<file path="config.mk">
export PLATFORM = sky130hd
export DESIGN_NAME = tsq_cell
export DESIGN_NICKNAME = d
export VERILOG_FILES = /design/src/rtl/timestamp_ordered_priority_queue_assert.svh /design/src/rtl/tsq_pkg.sv /design/src/rtl/tsq_cell.sv
export SDC_FILE = /design/constraint.sdc
export NUM_CORES = 1
export LEC_CHECK = 0
export ABC_AREA = 1
export BUFFER_PORTS_ARGS = -buffer_cell sky130_fd_sc_hd__buf_2
export CORE_AREA = 2 2 214 216
export DETAILED_ROUTE_END_ITERATION = 10
export DIE_AREA = 0 0 216 218
export PLACE_DENSITY = 0.46
export SLEW_MARGIN = 20
export SYNTH_ARGS = -nofsm -noshare
export SYNTH_HDL_FRONTEND = slang
export SYNTH_SLANG_ARGS = --single-unit
</file>
<file path="constraint.sdc">
create_clock -name clk -period 8.2 [get_ports clk]
set_input_delay 0.82 -clock clk [delete_from_list [all_inputs] [get_ports clk]]
set_output_delay 0.82 -clock clk [all_outputs]
set_load 0.005 [all_outputs]
</file>
<file path="src/rtl/timestamp_ordered_priority_queue_assert.svh">
// Assertion macros for the timestamp ordered priority queue.
// Depends on clk and rst being in scope where a macro is used.
`ifndef TIMESTAMP_ORDERED_PRIORITY_QUEUE_ASSERT_SVH
`define TIMESTAMP_ORDERED_PRIORITY_QUEUE_ASSERT_SVH

// Check that a condition implies another in the same cycle
`define TSQ_ASSERT_NOW(label, ante, cons) \
  label: assert property (@(posedge clk) disable iff (rst) (ante) |-> (cons)) \
    else $error("assertion failed in priority queue");

// Check that a condition implies another in the following cycle
`define TSQ_ASSERT_NEXT(label, ante, cons) \
  label: assert property (@(posedge clk) disable iff (rst) (ante) |=> (cons)) \
    else $error("assertion failed in priority queue");

`endif

</file>
<file path="src/rtl/tsq_pkg.sv">
// Shared types and constants for the timestamp ordered priority queue.
// No dependencies; used by tsq_cell and the top level.
package tsq_pkg;

  localparam int CAPACITY     = 16;
  localparam int ID_BITS      = 8;
  localparam int REQ_ID_W     = 8;
  localparam int KEY_W        = 64;
  localparam int OCC_W        = 5;
  localparam int CNT_W        = $clog2(CAPACITY + 1);

  localparam logic MODE_PUSH  = 1'b0;
  localparam logic MODE_POP   = 1'b1;

  // One request as it arrives
  typedef struct packed {
    logic                mode;
    logic [REQ_ID_W-1:0] request_id;
    logic [KEY_W-1:0]    request_time;
    logic [KEY_W-1:0]    sequence_number;
  } req_t;

  // One result as it leaves
  typedef struct packed {
    logic [REQ_ID_W-1:0] popped_id;
    logic                pop_ok;
    logic                push_dropped;
    logic [OCC_W-1:0]    occupancy;
  } res_t;

  // Contents of one cell
  typedef struct packed {
    logic [KEY_W-1:0]   entry_time;
    logic [KEY_W-1:0]   entry_sequence;
    logic [ID_BITS-1:0] entry_identifier;
  } entry_t;

  // Operation broadcast to every cell
  typedef struct packed {
    logic push;
    logic pop;
  } cell_ctrl_t;

  // Strict ordering on (time, sequence)
  function automatic logic key_less(input logic [KEY_W-1:0] ta, input logic [KEY_W-1:0] sa,
                                    input logic [KEY_W-1:0] tb, input logic [KEY_W-1:0] sb);
    key_less = (ta < tb) || ((ta == tb) && (sa < sb));
  endfunction

endpackage

</file>
<file path="src/rtl/tsq_cell.sv">
// One slot of the sorted chain: holds an entry, shifts right on push, left on pop.
// Depends on tsq_pkg.
module tsq_cell (
  input  logic                clk,
  input  tsq_pkg::cell_ctrl_t ctrl,
  input  tsq_pkg::entry_t     new_entry,
  input  logic                occupied,
  input  logic                prev_occupied,
  input  logic                prev_less,
  input  tsq_pkg::entry_t     left_entry,
  input  tsq_pkg::entry_t     right_entry,
  output tsq_pkg::entry_t     entry,
  output logic                less
);

  logic take_new;

  // New key goes before this entry
  assign less = occupied && tsq_pkg::key_less(new_entry.entry_time, new_entry.entry_sequence,
                                              entry.entry_time, entry.entry_sequence);

  // Insert here when the left neighbour stays and this slot moves or is the first free one
  assign take_new = !prev_less && (less || (!occupied && prev_occupied));

  // Shift, insert or hold
  always_ff @(posedge clk) begin
    if (ctrl.pop) begin
      entry <= right_entry;
    end else if (ctrl.push) begin
      if (prev_less) begin
        entry <= left_entry;
      end else if (take_new) begin
        entry <= new_entry;
      end
    end
  end

endmodule

</file>
==> results_dict.tcl <==
set metrics [dict create \
    status "completed" \
    grt_use_total_pct 17.3 \
    antenna_found_initial 4 \
    seq_area_frac_synth_pct 40.6 \
    detailed_place_hpwl_um 33700 \
    drive_gt1_share_pct 32.9 \
    holdWs_ns 0.700 \
    totalWireLength_um 42300 \
    dieArea_um2 47100 \
    port_buffers 550 \
    cts_sinks 136 \
    die_x_um 216 \
    avgSynthCellArea_um2 7.83 \
    crit_fanout 62 \
    grt_pass1_vias 10600 \
    ys_warn_count 0 \
    fmax_ghz 0.257 \
    rsz0062_at_grt "false" \
    final_max_slew_viol_count 0 \
    vias_per_cell 4.46 \
    min_path_type "in -> reg" \
    nets 2344 \
    die_y_um 218 \
    vias 10800 \
    vdd_drop_max_uv 96.8 \
    netlist_area_um2 10000 \
    gr-total-overflow 0 \
    synthArstFlopShare_pct 0 \
    dp.cells 2384 \
    cpPeakStageDelay_ns 0.74 \
    clk_latency_ns 0.44 \
    h-tree-depth 4 \
    drtAntennaViolNets 0 \
    cap_violations 0 \
    drc 0 \
    regMostFlops "entry" \
    critPathRequiredTime_ns 8.27 \
    min_period_ns 3.88 \
    place.gp.congestion 0.888 \
    fin_setup_tns_ns 0 \
    period_share_pct 47.4 \
    grt_pass1_wl_um 62100 \
    crit_slowest_cell "buf_4" \
    syn_inst 1284 \
    grt_max_degree 85 \
    finalNonFillerCells 2416 \
    fin_worst_skew_ns 0.0121 \
    drt-pass1-iter-count 5 \
    final_util_pct 31.1 \
    initial_core_util_pct 22.4 \
    worstPathArrival_ns 3.95 \
    synth_cell_type_count 25 \
    start_kind "primary input" \
    setup_viol 0 \
    clockRootBuffer "clkbuf_16" \
    clk_pin_slew_ns 0.06 \
    critPathKind "in -> reg" \
    reg_top3 "entry x136" \
    wl_per_cell_um 17.5 \
    cts_hold_buf 0 \
    cts_made_buffers 17 \
    synthFlopType "edfxtp_1" \
    rows 78 \
    cts_resized 0 \
    leakagePower_nw 7.12 \
    worst_pin_slew_ns 1.02 \
    synth.net_count 1825 \
    clk_path_buf_depth 2 \
    fp.coreArea_um2 44900 \
    synthToLayoutAreaGrowth_pct 39.1 \
    slew-limit-headroom_pct 32.1 \
    cts_setup_buffers 0 \
    largest_register_ffs 136 \
    cp-end-kind "register" \
    synth_edf_count 136 \
    power_density_nw_per_um2 163 \
    hold_viol 0 \
    worstPathCellList "buf_2 > ha_1 > nand2_2 > nor2_4 > nand3_2 > nor2_2 > nand3_1 > nor2_1 > nand3_1 > nor2_1 > nand2_1 > nand2_1 > nand2_2 > a21oi_4 > buf_4" \
    cts_tree "done" \
    pin_count 551 \
    synth-seq-cells 136 \
    drt-initial-drc-count 456 \
]
stage by stage:
stage,area [µm²],total power [mW],setup WS (ns)
finish,14000,2.28,4.32
global route,14000,2.42,3.88
CTS,14000,2.32,4.13
detailed placement,13400,1.52,3.69
global placement,13400,1.51,3.71
floorplan,10000,1.21,1.86
area by class of cell:
class	count	area [µm²]
antenna	2	5.00
fill	4952	30900
clock inverter	12	135
inverter	155	587
tap	600	751
sequential	136	4080
clock buffer	18	429
timing repair buffer	558	2820
multi-input combinational	935	5170
logic make-up (layout without fill, tap and decap cells):
| group | Yosys count | count (layout) | share of synthesized area, % |
|---|---|---|---|
| and+or+nand+nor | 448 | 448 | 17.5 |
| AOI/OAI and AO/OA | 360 | 360 | 18.1 |
| buffers and inverters | 213 | 743 | 7.99 |
| DFF | 136 | 136 | 40.6 |
| adders and majority gates | 127 | 127 | 15.8 |
| other | 0 | 2 | 0 |
layout by cell type (no fill, tap or decap), drive strengths merged:
master    netlist  layout
nor3            3       3
and3            2       2
bufinv          0       3
diode           0       2
clkbuf         51      18
o21ai          20      20
clkinvlp        0       2
a211oi          1       1
nand4           7       7
nor2          179     179
a31oi           2       2
clkinv          1       8
buf             7     558
inv           154     154
edfxtp        136     136
ha            127     127
nand2         239     239
a21oi         334     334
nand3          18      18
o21a            3       3
path summary, 6_finish.rpt:
kind	cells after the start	slack (ns)	endpoint	startpoint
setup reg to reg	15	4.39	entry[38]$_DFFE_PP_	entry[99]$_DFFE_PP_
hold reg to reg	11	1.53	entry[96]$_DFFE_PP_	entry[111]$_DFFE_PP_
hold / removal	3	0.70	entry[104]$_DFFE_PP_	right_entry[104]
setup / recovery	15	4.32	entry[38]$_DFFE_PP_	new_entry[103]
Yosys cell counts (2+ instances only):
master      n  area, µm²
nor2_1    175        657
o21ai_1     2       10.0
buf_2       3       15.0
nand4_1     7       43.8
o21a_1      3       22.5
nand2_1   237        890
nor3_1      3       15.0
a31oi_1     2       12.5
nand3_1    17       85.1
o21ai_0    18       90.1
clkbuf_1   51        191
nor2_2      3       18.8
edfxtp_1  136       4080
inv_2       5       18.8
ha_1      127       1590
a21oi_1   333       1670
buf_1       4       15.0
nand2_2     2       12.5
and3_1      2       12.5
inv_1     149        559
power breakdown:
part | internal, mW | total, mW | switching, mW
clock network | 0.468 | 0.786 | 0.318
logic | 0.250 | 0.596 | 0.346
registers | 0.860 | 0.899 | 0.0389
per-layer routing:
| layer | part of all wire, % | GRT usage [%] | up-vias | routed length (µm) |
|---|---|---|---|---|
| met3 | 6.6 | 4.37 | 45 | 2770 |
| li1 | - | - | 5375 | - |
| met1 | 43 | 21.2 | 4958 | 18200 |
| met2 | 48 | 29.9 | 407 | 20300 |
| met4 | 2.2 | 5.07 | 2 | 927 |
| met5 | 0.031 | 0 | - | 13 |
critical path, delay by kind of cell:
kind	cells	cell delay, ns
and+or+nand+nor	11	1.34
buffers and inverters	2	0.86
AOI/OAI and AO/OA	1	0.51
adders and majority gates	1	0.31
Power figures use the tool's default switching activity.
